--- src/smfir_pkg.sv ---
// ----------------------------------------------------------------------------
// smfir_pkg
// Shared widths, register indexes, control structs and the mirror fold
// used by the symmetric FIR line filter.
// ----------------------------------------------------------------------------
package smfir_pkg;

    localparam int SAMPLE_W = 16;
    localparam int COEF_W   = 18;
    localparam int HL_W     = 3;
    localparam int LEN_W    = 13;
    localparam int CFG_W    = 18;
    localparam int CFG_IDX_W = 3;
    localparam int NUM_COEF = 4;
    localparam int PAIR_W   = SAMPLE_W + 1;
    localparam int PROD_W   = COEF_W + PAIR_W;
    localparam int ACC_W    = PROD_W + 3;
    localparam int FRAC_W   = 15;
    localparam int AGE_W    = 3;
    localparam int REL_W    = 4;

    localparam logic signed [ACC_W-1:0] ROUND_HALF = ACC_W'(16384);
    localparam logic signed [SAMPLE_W-1:0] SAT_MAX = 16'sh7FFF;
    localparam logic signed [SAMPLE_W-1:0] SAT_MIN = 16'sh8000;

    typedef enum logic [CFG_IDX_W-1:0] {
        CFG_HALF_LENGTH = 3'd0,
        CFG_LINE_LENGTH = 3'd1,
        CFG_COEF_CENTER = 3'd2,
        CFG_COEF_ONE    = 3'd3,
        CFG_COEF_TWO    = 3'd4,
        CFG_COEF_THREE  = 3'd5
    } t_cfg_idx;

    typedef struct packed {
        logic line_end;
        logic burst_end;
    } t_meta;

    typedef struct packed {
        logic [AGE_W-1:0] lag;
        logic [AGE_W-1:0] pmin;
        t_meta            meta;
    } t_slot;

    // Reflect a distance behind the newest sample into 0..p, period 2p.
    function automatic logic [AGE_W-1:0] fold_age(input logic signed [REL_W-1:0] x,
                                                   input logic [AGE_W-1:0] p);
        int v;
        int pp;
        v  = int'(x);
        pp = int'(p);
        for (int i = 0; i < 4; i++) begin
            if (v < 0) v = -v;
            if (v > pp) v = 2 * pp - v;
        end
        if (pp == 0) v = 0;
        return AGE_W'(v);
    endfunction

endpackage

--- src/smfir_front.sv ---
// ----------------------------------------------------------------------------
// smfir_front
// Sample window, line position tracking and per-transfer result sequencing.
// ----------------------------------------------------------------------------
module smfir_front #(
    parameter int MAX_LINE_LENGTH = 4096,
    parameter int MAX_HALF_LENGTH = 4,
    localparam int WIN   = 2 * MAX_HALF_LENGTH - 1,
    localparam int LAG_W = $clog2(MAX_HALF_LENGTH)
) (
    input  logic                                  i_clk,
    input  logic                                  i_rst_n,
    input  logic                                  i_valid,
    output logic                                  o_ready,
    input  logic signed [smfir_pkg::SAMPLE_W-1:0] i_sample,
    input  logic [smfir_pkg::LEN_W-1:0]           i_line_length,
    input  logic [LAG_W-1:0]                      i_taps,
    input  logic                                  i_free,
    output logic                                  o_issue,
    output smfir_pkg::t_slot                      o_slot,
    output logic signed [smfir_pkg::SAMPLE_W-1:0] o_win [WIN]
);

    localparam int POS_W = $clog2(MAX_LINE_LENGTH);
    localparam int CMP_W = ((POS_W > smfir_pkg::LEN_W) ? POS_W : smfir_pkg::LEN_W) + 1;
    localparam int CNT_W = $clog2(MAX_HALF_LENGTH + 1);

    logic signed [smfir_pkg::SAMPLE_W-1:0] r_win [WIN];
    logic [POS_W-1:0] r_pos, n_pos;
    logic [LAG_W-1:0] r_lag, n_lag;
    logic             r_s0_valid, n_s0_valid;
    logic [LAG_W-1:0] r_s0_lag, n_s0_lag;
    logic [CNT_W-1:0] r_s0_rem, n_s0_rem;
    logic             r_s0_last, n_s0_last;
    logic [smfir_pkg::AGE_W-1:0] r_s0_pmin, n_s0_pmin;

    logic [CMP_W-1:0] n_lim;
    logic             accept;
    logic             last;
    logic             fin;
    logic [CNT_W-1:0] d_c;
    logic [CNT_W-1:0] taps_c;
    logic [CNT_W-1:0] cnt;

    assign o_issue = r_s0_valid && i_free;
    assign fin     = o_issue && (r_s0_rem == CNT_W'(1));
    assign o_ready = !r_s0_valid || fin;
    assign accept  = i_valid && o_ready;

    always_comb begin
        if (i_line_length == '0) begin
            n_lim = CMP_W'(1);
        end else if (CMP_W'(i_line_length) > CMP_W'(MAX_LINE_LENGTH)) begin
            n_lim = CMP_W'(MAX_LINE_LENGTH);
        end else begin
            n_lim = CMP_W'(i_line_length);
        end
        last   = (CMP_W'(r_pos) + CMP_W'(1)) >= n_lim;
        d_c    = CNT_W'(r_lag);
        taps_c = CNT_W'(i_taps);
        if (last) begin
            cnt = d_c + CNT_W'(1);
        end else if (d_c >= taps_c) begin
            cnt = d_c - taps_c + CNT_W'(1);
        end else begin
            cnt = '0;
        end
    end

    always_comb begin
        n_pos      = r_pos;
        n_lag      = r_lag;
        n_s0_valid = r_s0_valid;
        n_s0_lag   = r_s0_lag;
        n_s0_rem   = r_s0_rem;
        n_s0_last  = r_s0_last;
        n_s0_pmin  = r_s0_pmin;
        if (o_issue) begin
            n_s0_lag = r_s0_lag - LAG_W'(1);
            n_s0_rem = r_s0_rem - CNT_W'(1);
            if (fin) n_s0_valid = 1'b0;
        end
        if (accept) begin
            if (last) begin
                n_pos = '0;
                n_lag = '0;
            end else begin
                n_pos = r_pos + POS_W'(1);
                n_lag = LAG_W'(d_c - cnt + CNT_W'(1));
            end
            if (cnt != '0) begin
                n_s0_valid = 1'b1;
                n_s0_lag   = r_lag;
                n_s0_rem   = cnt;
                n_s0_last  = last;
                n_s0_pmin  = (r_pos > POS_W'(7)) ? smfir_pkg::AGE_W'(7)
                                                 : r_pos[smfir_pkg::AGE_W-1:0];
            end
        end
    end

    always_ff @(posedge i_clk) begin
        if (!i_rst_n) begin
            r_pos      <= '0;
            r_lag      <= '0;
            r_s0_valid <= 1'b0;
            r_s0_lag   <= '0;
            r_s0_rem   <= '0;
            r_s0_last  <= 1'b0;
            r_s0_pmin  <= '0;
        end else begin
            r_pos      <= n_pos;
            r_lag      <= n_lag;
            r_s0_valid <= n_s0_valid;
            r_s0_lag   <= n_s0_lag;
            r_s0_rem   <= n_s0_rem;
            r_s0_last  <= n_s0_last;
            r_s0_pmin  <= n_s0_pmin;
        end
    end

    always_ff @(posedge i_clk) begin
        if (accept) begin
            r_win[0] <= i_sample;
            for (int d = 1; d < WIN; d++) begin
                r_win[d] <= r_win[d-1];
            end
        end
    end

    assign o_win              = r_win;
    assign o_slot.lag         = smfir_pkg::AGE_W'(r_s0_lag);
    assign o_slot.pmin        = r_s0_pmin;
    assign o_slot.meta.line_end  = r_s0_last && (r_s0_lag == '0);
    assign o_slot.meta.burst_end = (r_s0_rem == CNT_W'(1));

    a_rem_nonzero: assert property (@(posedge i_clk) disable iff (!i_rst_n)
        r_s0_valid |-> (r_s0_rem != '0))
        else $error("pending burst with no results left");

    a_rem_in_lag: assert property (@(posedge i_clk) disable iff (!i_rst_n)
        r_s0_valid |-> (r_s0_rem <= CNT_W'(r_s0_lag) + CNT_W'(1)))
        else $error("burst runs past newest position");

    a_flush_ends_line: assert property (@(posedge i_clk) disable iff (!i_rst_n)
        (r_s0_valid && r_s0_last && (r_s0_rem == CNT_W'(1))) |-> (r_s0_lag == '0))
        else $error("line flush does not end at last position");

    a_line_restart: assert property (@(posedge i_clk) disable iff (!i_rst_n)
        (accept && last) |=> ((r_pos == '0) && (r_lag == '0)))
        else $error("position not cleared after line end");

endmodule

--- src/smfir_mac.sv ---
// ----------------------------------------------------------------------------
// smfir_mac
// Mirror tap selection, symmetric pre-add and tap multiplies, registered.
// ----------------------------------------------------------------------------
module smfir_mac #(
    parameter int MAX_HALF_LENGTH = 4,
    localparam int WIN   = 2 * MAX_HALF_LENGTH - 1,
    localparam int LAG_W = $clog2(MAX_HALF_LENGTH)
) (
    input  logic                                  i_clk,
    input  logic                                  i_rst_n,
    input  logic                                  i_valid,
    input  smfir_pkg::t_slot                      i_slot,
    input  logic signed [smfir_pkg::SAMPLE_W-1:0] i_win [WIN],
    input  logic [LAG_W-1:0]                      i_taps,
    input  logic signed [smfir_pkg::COEF_W-1:0]   i_coef [smfir_pkg::NUM_COEF],
    input  logic                                  i_next_free,
    output logic                                  o_free,
    output logic                                  o_valid,
    output logic signed [smfir_pkg::PROD_W-1:0]   o_prod [MAX_HALF_LENGTH],
    output smfir_pkg::t_meta                      o_meta
);

    localparam int IDX_W = $clog2(WIN);

    logic r_valid;
    logic signed [smfir_pkg::PROD_W-1:0] r_prod [MAX_HALF_LENGTH];
    logic signed [smfir_pkg::PROD_W-1:0] n_prod [MAX_HALF_LENGTH];
    smfir_pkg::t_meta r_meta;

    assign o_free = !r_valid || i_next_free;

    for (genvar k = 0; k < MAX_HALF_LENGTH; k++) begin : g_tap
        logic signed [smfir_pkg::REL_W-1:0]  x_l;
        logic [smfir_pkg::AGE_W-1:0]         age_l;
        logic signed [smfir_pkg::PAIR_W-1:0] pair;
        logic signed [smfir_pkg::COEF_W-1:0] coef;

        assign x_l   = smfir_pkg::REL_W'(i_slot.lag) + smfir_pkg::REL_W'(k);
        assign age_l = smfir_pkg::fold_age(x_l, i_slot.pmin);

        if (k == 0) begin : g_centre
            assign pair = smfir_pkg::PAIR_W'(i_win[age_l[IDX_W-1:0]]);
        end else begin : g_side
            logic signed [smfir_pkg::REL_W-1:0] x_r;
            logic [smfir_pkg::AGE_W-1:0]        age_r;

            assign x_r   = smfir_pkg::REL_W'(i_slot.lag) - smfir_pkg::REL_W'(k);
            assign age_r = smfir_pkg::fold_age(x_r, i_slot.pmin);
            assign pair  = smfir_pkg::PAIR_W'(i_win[age_l[IDX_W-1:0]])
                         + smfir_pkg::PAIR_W'(i_win[age_r[IDX_W-1:0]]);
        end

        assign coef      = (LAG_W'(k) <= i_taps) ? i_coef[k] : '0;
        assign n_prod[k] = coef * pair;
    end

    always_ff @(posedge i_clk) begin
        if (!i_rst_n) begin
            r_valid <= 1'b0;
        end else if (o_free) begin
            r_valid <= i_valid;
        end
    end

    always_ff @(posedge i_clk) begin
        if (o_free && i_valid) begin
            r_prod <= n_prod;
            r_meta <= i_slot.meta;
        end
    end

    assign o_valid = r_valid;
    assign o_prod  = r_prod;
    assign o_meta  = r_meta;

endmodule

--- src/smfir_out.sv ---
// ----------------------------------------------------------------------------
// smfir_out
// Product sum, round half up, saturate to 16 bits and output register.
// ----------------------------------------------------------------------------
module smfir_out #(
    parameter int MAX_HALF_LENGTH = 4
) (
    input  logic                                  i_clk,
    input  logic                                  i_rst_n,
    input  logic                                  i_valid,
    input  logic signed [smfir_pkg::PROD_W-1:0]   i_prod [MAX_HALF_LENGTH],
    input  smfir_pkg::t_meta                      i_meta,
    output logic                                  o_free,
    output logic                                  o_tvalid,
    input  logic                                  i_tready,
    output logic signed [smfir_pkg::SAMPLE_W-1:0] o_sample,
    output logic                                  o_line_end,
    output logic                                  o_burst_end
);

    logic signed [smfir_pkg::ACC_W-1:0]    acc;
    logic signed [smfir_pkg::ACC_W-1:0]    rnd;
    logic signed [smfir_pkg::SAMPLE_W-1:0] n_sample;
    logic                                  r_tvalid;
    logic signed [smfir_pkg::SAMPLE_W-1:0] r_sample;
    smfir_pkg::t_meta                      r_meta;

    assign o_free = !r_tvalid || i_tready;

    always_comb begin
        acc = '0;
        for (int k = 0; k < MAX_HALF_LENGTH; k++) begin
            acc = acc + smfir_pkg::ACC_W'(i_prod[k]);
        end
        rnd = (acc + smfir_pkg::ROUND_HALF) >>> smfir_pkg::FRAC_W;
        if (rnd > smfir_pkg::ACC_W'(smfir_pkg::SAT_MAX)) begin
            n_sample = smfir_pkg::SAT_MAX;
        end else if (rnd < smfir_pkg::ACC_W'(smfir_pkg::SAT_MIN)) begin
            n_sample = smfir_pkg::SAT_MIN;
        end else begin
            n_sample = rnd[smfir_pkg::SAMPLE_W-1:0];
        end
    end

    always_ff @(posedge i_clk) begin
        if (!i_rst_n) begin
            r_tvalid <= 1'b0;
        end else if (o_free) begin
            r_tvalid <= i_valid;
        end
    end

    always_ff @(posedge i_clk) begin
        if (o_free && i_valid) begin
            r_sample <= n_sample;
            r_meta   <= i_meta;
        end
    end

    assign o_tvalid    = r_tvalid;
    assign o_sample    = r_sample;
    assign o_line_end  = r_meta.line_end;
    assign o_burst_end = r_meta.burst_end;

endmodule

--- src/symmetric_fir_mirror_boundary.sv ---
// ----------------------------------------------------------------------------
// symmetric_fir_mirror_boundary
// Symmetric FIR line filter, up to seven taps, whole-sample mirror boundary.
// ----------------------------------------------------------------------------
// Samples of a line enter on the s_axis channel, one per transfer; filtered
// samples leave on m_axis, tlast marking the last position of the line and
// tuser[0] the last result caused by one input transfer.
// Output i leaves once sample i+K (K = half_length-1) has arrived; the last
// sample of a line flushes the outputs still pending, up to K+1 of them.
// A result of an input transfer passes the window and sequencer register,
// the product register and the output register. Throughput: one sample
// per cycle in mid-line unless the output stalls; a transfer that causes
// n results holds s_axis_tready low until all of them have issued from
// the single tap-multiply unit, one position per cycle unless stalled.
// Reset clears the line position, the pipeline valids and loads the
// registers with half_length 4, line_length 4096, an identity centre tap.
// When m_axis_tready is low the output register holds; the product stage
// and the sequencer fill behind it, then s_axis_tready falls.
// Write the configuration registers only while the block is idle.
// ----------------------------------------------------------------------------
module symmetric_fir_mirror_boundary #(
    parameter int MAX_LINE_LENGTH = 4096,
    parameter int MAX_HALF_LENGTH = 4
) (
    input  logic                              i_clk,
    input  logic                              i_rst_n,
    input  logic                              s_axis_tvalid,
    output logic                              s_axis_tready,
    input  logic [15:0]                       s_axis_tdata,   // [15:0] sample_in
    output logic                              m_axis_tvalid,
    input  logic                              m_axis_tready,
    output logic [15:0]                       m_axis_tdata,   // [15:0] sample_out
    output logic                              m_axis_tlast,
    output logic [0:0]                        m_axis_tuser,   // [0] burst_end
    input  logic                              i_cfg_we,
    input  logic [smfir_pkg::CFG_IDX_W-1:0]   i_cfg_idx,
    input  logic [smfir_pkg::CFG_W-1:0]       i_cfg_data
);

    localparam int WIN   = 2 * MAX_HALF_LENGTH - 1;
    localparam int LAG_W = $clog2(MAX_HALF_LENGTH);

    logic [smfir_pkg::HL_W-1:0]          r_half_length;
    logic [smfir_pkg::LEN_W-1:0]         r_line_length;
    logic signed [smfir_pkg::COEF_W-1:0] r_coef [smfir_pkg::NUM_COEF];

    logic [smfir_pkg::HL_W-1:0] hl_c;
    logic [LAG_W-1:0]           taps;

    logic                                  issue;
    logic                                  mac_free;
    smfir_pkg::t_slot                      slot;
    logic signed [smfir_pkg::SAMPLE_W-1:0] win [WIN];
    logic                                  prod_valid;
    logic signed [smfir_pkg::PROD_W-1:0]   prod [MAX_HALF_LENGTH];
    smfir_pkg::t_meta                      prod_meta;
    logic                                  out_free;
    logic signed [smfir_pkg::SAMPLE_W-1:0] sample_out;
    logic                                  burst_end;

    always_ff @(posedge i_clk) begin
        if (!i_rst_n) begin
            r_half_length <= smfir_pkg::HL_W'(4);
            r_line_length <= smfir_pkg::LEN_W'(4096);
            r_coef[0]     <= smfir_pkg::COEF_W'(32768);
            r_coef[1]     <= '0;
            r_coef[2]     <= '0;
            r_coef[3]     <= '0;
        end else if (i_cfg_we) begin
            case (smfir_pkg::t_cfg_idx'(i_cfg_idx))
                smfir_pkg::CFG_HALF_LENGTH: r_half_length <= i_cfg_data[smfir_pkg::HL_W-1:0];
                smfir_pkg::CFG_LINE_LENGTH: r_line_length <= i_cfg_data[smfir_pkg::LEN_W-1:0];
                smfir_pkg::CFG_COEF_CENTER: r_coef[0] <= i_cfg_data;
                smfir_pkg::CFG_COEF_ONE:    r_coef[1] <= i_cfg_data;
                smfir_pkg::CFG_COEF_TWO:    r_coef[2] <= i_cfg_data;
                smfir_pkg::CFG_COEF_THREE:  r_coef[3] <= i_cfg_data;
                default: ;
            endcase
        end
    end

    always_comb begin
        if (r_half_length < smfir_pkg::HL_W'(2)) begin
            hl_c = smfir_pkg::HL_W'(2);
        end else if (r_half_length > smfir_pkg::HL_W'(MAX_HALF_LENGTH)) begin
            hl_c = smfir_pkg::HL_W'(MAX_HALF_LENGTH);
        end else begin
            hl_c = r_half_length;
        end
        taps = LAG_W'(hl_c - smfir_pkg::HL_W'(1));
    end

    smfir_front #(
        .MAX_LINE_LENGTH (MAX_LINE_LENGTH),
        .MAX_HALF_LENGTH (MAX_HALF_LENGTH)
    ) u_front (
        .i_clk         (i_clk),
        .i_rst_n       (i_rst_n),
        .i_valid       (s_axis_tvalid),
        .o_ready       (s_axis_tready),
        .i_sample      (s_axis_tdata),
        .i_line_length (r_line_length),
        .i_taps        (taps),
        .i_free        (mac_free),
        .o_issue       (issue),
        .o_slot        (slot),
        .o_win         (win)
    );

    smfir_mac #(
        .MAX_HALF_LENGTH (MAX_HALF_LENGTH)
    ) u_mac (
        .i_clk       (i_clk),
        .i_rst_n     (i_rst_n),
        .i_valid     (issue),
        .i_slot      (slot),
        .i_win       (win),
        .i_taps      (taps),
        .i_coef      (r_coef),
        .i_next_free (out_free),
        .o_free      (mac_free),
        .o_valid     (prod_valid),
        .o_prod      (prod),
        .o_meta      (prod_meta)
    );

    smfir_out #(
        .MAX_HALF_LENGTH (MAX_HALF_LENGTH)
    ) u_out (
        .i_clk       (i_clk),
        .i_rst_n     (i_rst_n),
        .i_valid     (prod_valid),
        .i_prod      (prod),
        .i_meta      (prod_meta),
        .o_free      (out_free),
        .o_tvalid    (m_axis_tvalid),
        .i_tready    (m_axis_tready),
        .o_sample    (sample_out),
        .o_line_end  (m_axis_tlast),
        .o_burst_end (burst_end)
    );

    assign m_axis_tdata = sample_out;
    assign m_axis_tuser = burst_end;

endmodule

--- config.mk ---
export PLATFORM = sky130hd
export DESIGN_NAME = symmetric_fir_mirror_boundary
export DESIGN_NICKNAME = d
export VERILOG_FILES = /design/src/smfir_pkg.sv /design/src/smfir_front.sv /design/src/smfir_mac.sv /design/src/smfir_out.sv /design/src/symmetric_fir_mirror_boundary.sv
export SDC_FILE = /design/constraint.sdc
export NUM_CORES = 2
export LEC_CHECK = 0
export BUFFER_PORTS_ARGS = -buffer_cell sky130_fd_sc_hd__buf_2
export CAP_MARGIN = 25
export CORE_ASPECT_RATIO = 0.6
export CORE_UTILIZATION = 35
export DETAILED_ROUTE_END_ITERATION = 7
export HOLD_SLACK_MARGIN = 0.12
export PLACE_DENSITY = 0.47
export RECOVER_POWER = 100
export SLEW_MARGIN = 20
export SYNTH_ARGS = -nofsm -noshare
export SYNTH_HDL_FRONTEND = slang
export SYNTH_SLANG_ARGS = --single-unit
--- constraint.sdc ---
create_clock -name i_clk -period 19.55 [get_ports i_clk]
set_clock_uncertainty 0.1 [all_clocks]
set_input_delay 2.9325 -clock i_clk [delete_from_list [all_inputs] [get_ports i_clk]]
set_output_delay 2.9325 -clock i_clk [all_outputs]
set_load 0.005 [all_outputs]
== Word-level counts from Yosys, hierarchy flattened ==
Cells that the tools add are included.
Cells by class
  equal/unequal tests: 6
  reduce and logical (&&, ||, !) cells: 24
  add/subtract/negate cells: 79
  bitwise logic cells: 7
  $lt $le $gt $ge: 75
  $mul: 4
  multiplexer cells: 108
Operator list (count)
  $mux W32: 49
  $gt A32 B4 Y1: 28
  $lt A32 B1 Y1 const B: 21
  $neg A32 Y32: 21
  $sub A5 B32 Y32: 21
  $bmux W16 S3: 7
  $mux W16: 15
  $mul A18 B17 Y35: 3
  $neg A3 Y32: 3
  $neg A4 Y32: 3
  $mux W18: 4
  $mux W3: 20
  $add A16 B16 Y17: 3
  $add A38 B16 Y38 const B: 1
  $add A38 B35 Y38: 1
  $add A36 B35 Y37: 1
  $add A34 B35 Y36: 1
  $mul A18 B16 Y34: 1
  $neg A2 Y32: 1
  $ge A4 B4 Y1 const B: 7
  $not A3 Y4: 7
  $gt A23 B16 Y1 const B: 1
  $lt A23 B16 Y1 const B: 1
  $sub A3 B3 Y3: 7
  39 further kinds: 76
Word-level totals
  register bits after elaboration: 385
  input port bits: 42
  output and inout bits: 20
  word-level logic and storage cells: 334

== Depth between registers and ports, before layout ==
  depth after elaboration: 24
  mapped depth: 106
  mapped depth without buffers: 95

== Modules after synthesis ==
A second synthesis with hierarchy kept.
Unflattened totals
  cells, all modules: 8923
  area, all modules: 80407.1 µm²
By module, submodules not included
  smfir_mac: cells each 7622, area an instance 66542.6 µm², sequential area each 4254.1 µm², instances 1
  smfir_front: cells each 369, area an instance 5386.4 µm², sequential area each 3843.7 µm², instances 1
  smfir_out: cells each 616, area an instance 5185.0 µm², sequential area each 560.5 µm², instances 1
  symmetric_fir_mirror_boundary: cells each 316, area an instance 3293.2 µm², sequential area each 1761.7 µm², instances 1

== Worst setup path after synthesis ==
No wires, ideal clock.
  kind: reg2reg
  start point: register u_front.r_s0_lag[0]
  end point: register u_mac.r_prod (netlist bit u_mac.o_prod[68]) (data pin)
  arrival time: 20.607 ns
  period minus slack after synthesis: 20.964 ns
  path slack: -1.414 ns
  cell stages (with the launch flop): 98
  buffers on the path: 11
  library setup time: 0.258 ns
  path through: dfxtp_1 -> buf_2 -> inv_1 -> clkbuf_1 -> clkbuf_1 -> ha_1 -> nand2b_1 -> buf_6 -> ha_1 -> and3_1 -> a211o_1 -> buf_2 -> buf_4 -> clkbuf_1 -> nor2_1 -> a21oi_1 -> ha_1 -> buf_1 -> [... 62 more ...] -> inv_1 -> fa_1 -> inv_1 -> fa_1 -> inv_1 -> fa_1 -> ha_1 -> a21oi_1 -> o21ai_0 -> a21oi_1 -> o21ai_0 -> a41oi_1 -> a211oi_1 -> or3_1 -> o311ai_0 -> o21bai_1 -> a21oi_1 -> xnor2_1
RTL lines
  from (decl): RTL line smfir_front.sv:32  | logic [LAG_W-1:0] r_s0_lag, n_s0_lag;
  from (signal assigned): RTL line smfir_front.sv:115  | r_s0_lag <= n_s0_lag;
  to (signal assigned): RTL line smfir_mac.sv:68  | r_prod <= n_prod;
  to (decl): RTL line smfir_mac.sv:27  | logic signed [smfir_pkg::PROD_W-1:0] r_prod [MAX_HALF_LENGTH];

==> summary.md <==
| Metric | Value |
|---|---|
| Number of setup violations in the final report | 0 |
| Count of max-cap constraint violations | 6 |
| Class of the most critical setup path | register to register |
| Worst EP arrival | 18.91 ns |
| Leading post-synthesis cells by cell area | sky130_fd_sc_hd__fa_1 31%, sky130_fd_sc_hd__ha_1 10%, sky130_fd_sc_hd__edfxtp_1 9.9% |
| Highest fanout seen on the critical path | 10 |
| DR WL/cell | 23.0 um |
| Clock transition at the registers of the reported paths | 0.07 ns |
| Maximum number of pins on one net before global-route repair | 78 |
| Synth-to-layout area growth | 12.0% |
| Number of enable flip-flop cells after synthesis | 271 |
| TritonCTS Buffers | 47 |
| Floorplan die height | 378 um |
| Post-detailed-route count of antenna-violating nets | 0 |
| Yosys warns | 0 |
| Number of cells produced by synthesis | between 9,000 and 10,000 |
| Async set-reset flop share out of synthesis | 0 |
| Number of core rows | 137 |
| Number of unique standard cell types used by synthesis | 110 |
| Worst relative slew slack | -1.59 |
| Net count after synthesis | about 11,000 |
| Drt initial violations | 5,708 |
| Post-detailed-route DRC marker count | 0 |
| Critical path's slowest cell | sky130_fd_sc_hd__fa_1 |
| Final weighted congestion of routability-driven global placement | 0.964 |
| Layout cells sized above 1 | 0.110 |
| Std-Cell Core Area | 233,000 um^2 |
| Kind of start point of the critical path | register |
| Delay of the slowest cell on the worst path | 0.55 ns |
| Violations in the final reports | max-capacitance violations, max-slew violations |
| Worst-Skew Late Latency | 0.68 ns |
| Number of synthesized register bits | slightly below 400 |
| Post-route clock period utilization | 0.952 |
| Routed WL | 296 mm |
| Cell with the most instances after synthesis | sky130_fd_sc_hd__inv_1 |
| Floorplan die area | 238,000 um^2 |
| Setup crit end kind | register |
| Mean cell area of the mapped netlist | just under 9 um^2 |
| Width of the die | 629 um |
| Worst Max-Slew Pin Slew | 3.88 ns |
| Initial Utilization | 0.354 |
| Via count of the first global-routing pass | between 60,000 and 70,000 |
| Mean number of vias per cell | 5.26 |
| Worst path required time | 19.86 ns |
| Root cell of the clock tree | sky130_fd_sc_hd__clkbuf_16 |
| Hold slack | 0.317 ns |
| Count of buffers inserted at the top-level ports | slightly above 60 |
| Result of the run | finished, violations left |
| Initial antenna violation count | 22 |
| Total global routing overflow | 0 |
| Sum of net half-perimeters after detailed placement | about 250 mm |
| List of most frequent post-synthesis cells | 1,585 x sky130_fd_sc_hd__inv_1, 1,291 x sky130_fd_sc_hd__fa_1, 1,169 x sky130_fd_sc_hd__nand2_1 |
| Count of pins over their slew limit | 385 |
| First-pass GRT wire length | 444 mm |
| NumNets Final | ~12,000 |
| Total GRT Usage | 0.248 |
| TritonCTS clock tree | built |
| Final critical path time including I/O delays and setup | 18.61 ns |
| Io pins | between 60 and 70 |
| Most common flop cell mapped by yosys | sky130_fd_sc_hd__edfxtp_1 |
| Max Clock Freq | 0.0537 GHz |
| Top-area cell type share of the netlist area | 0.313 |
| Core Util, Final | 0.396 |
| Final Hold Viols | 0 |
| Share of synthesized area occupied by flip-flops and latches | 0.126 |
| Via count | between 60,000 and 70,000 |
| Bufs on Longest Clock Path | 3 |
| Cell taking the most area after synthesis | sky130_fd_sc_hd__fa_1 |
| Number of sinks handled by clock tree synthesis | approximately 390 |
| TritonRoute pass-1 iters | 5 |
| Netlist area before placement | a little over 80,000 um^2 |
| Hold_buf cts | 0 |
| H-tree depth | 2 |
| Type of the worst min-delay path | register to register |
[timing repair]
action | CTS | global route
pin swaps | 0 | 37
setup endpoints to repair | 1 | 39
setup buffers | 0 | 25
gates resized for setup | 1 | 132
[stage by stage]
step,instance area [um^2],setup TNS (ns),worst slack [ns],std cells
after floorplan,82700,0,0.00701,9402
after global placement,89900,0,0.202,12800
after detailed placement,89900,0,0.0318,12800
after CTS,91600,0,0.0556,12900
after global routing,92500,-0.263,-0.107,12900
final,92500,0,0.944,12900
[layer usage]
metal | wire length, um | global-route usage | vias up
li1 | - | - | 31200
met1 | 156000 | 0.405 | 34200
met2 | 106000 | 0.315 | 2365
met3 | 30100 | 0.0708 | 200
met4 | 4460 | 0.0353 | 12
met5 | 201 | 0.00424 | -
[worst max-delay path, delay by kind of cell, from the launching register on]
kind | cells | cell delay [ns]
compound gates | 34 | 5.33
simple gates | 21 | 5.52
fa+ha+maj | 12 | 4.79
buf+inv | 10 | 1.42
xor+xnor | 3 | 0.51
flops | 1 | 0.34
mux | 2 | 0.33
[final timing paths]
kind / from / end / slack [ns] / depth (start not counted)
worst min register to register: u_mac.o_meta[1]$_DFFE_PP_ / u_out.o_line_end$_DFFE_PP_ / 0.32 / 0
worst max-delay path: u_front.r_s0_lag[1]$_SDFF_PN0_ / u_mac.o_prod[69]$_DFFE_PP_ / 0.94 / 82
worst max register to register: u_front.r_s0_lag[1]$_SDFF_PN0_ / u_mac.o_prod[69]$_DFFE_PP_ / 0.94 / 82
worst min-delay path: u_mac.o_meta[1]$_DFFE_PP_ / u_out.o_line_end$_DFFE_PP_ / 0.32 / 0
[placed cells by master, fill, tap and decap left out, drive strengths merged, types with 20 or more instances in the layout]
master  Yosys  routed
a211oi     55      55
a21boi     37      37
a21o      137     137
a21oi     455     455
a22oi      20      20
a31oi      89      89
and2      213     213
and3       86      86
buf        75     587
clkbuf    260      83
dfxtp     114     114
edfxtp    271     271
fa       1291    1291
ha        690     690
inv      1588    1593
mux2      107     107
mux2i     263     263
nand2    1171    1171
nand2b     87      87
nand3     142     142
nand4      30      30
nor2      677     677
nor2b     144     144
nor3       89      89
nor4       25      25
o211ai     28      28
o21a       34      34
o21ai     245     245
o21bai     70      70
o221ai     33      33
o31ai      43      43
or2        69      69
or3        30      30
xnor2     323     323
xor2      123     123
[cells by family after synthesis]
family	Yosys count	synth area share
buf+inv	1926	0.0889
mux	371	0.0469
simple gates	2833	0.158
fa+ha+maj	1981	0.417
other cells	2	0.0000909
flops	385	0.126
xor+xnor	447	0.0477
compound gates	1457	0.115
[sequential cells by signal, indices dropped and copies added, names as in the netlist]
name / flops
r_half_length: 3
u_mac.o_valid: 1
u_mac.o_meta: 2
u_front.r_lag: 2
u_front.r_s0_pmin: 3
u_out.o_tvalid: 1
u_out.o_sample: 16
u_mac.o_prod: 139
u_front.r_s0_last: 1
r_coef: 72
u_front.r_s0_valid: 1
r_line_length: 13
u_front.r_s0_rem: 3
u_front.o_win: 112
u_front.r_pos: 12
u_front.r_s0_lag: 2
u_out.o_line_end: 1
u_out.o_burst_end: 1
[final cells by class]
| type | count | area, um^2 |
|---|---|---|
| Clock inverter | 32 | 404 |
| Multi-Input combinational cell | 7091 | 65900 |
| Clock buffer | 53 | 1250 |
| Timing Repair Buffer | 617 | 4620 |
| Inverter | 1590 | 5980 |
| Sequential cell | 385 | 10400 |
| Tap cell | 3127 | 3910 |
| Antenna cell | 16 | 40.0 |
| Fill cell | 23700 | 141000 |
Power is left out: the tool's default activity adds up to more than one toggle a clock period on the data nets, which glitch-free logic cannot reach.
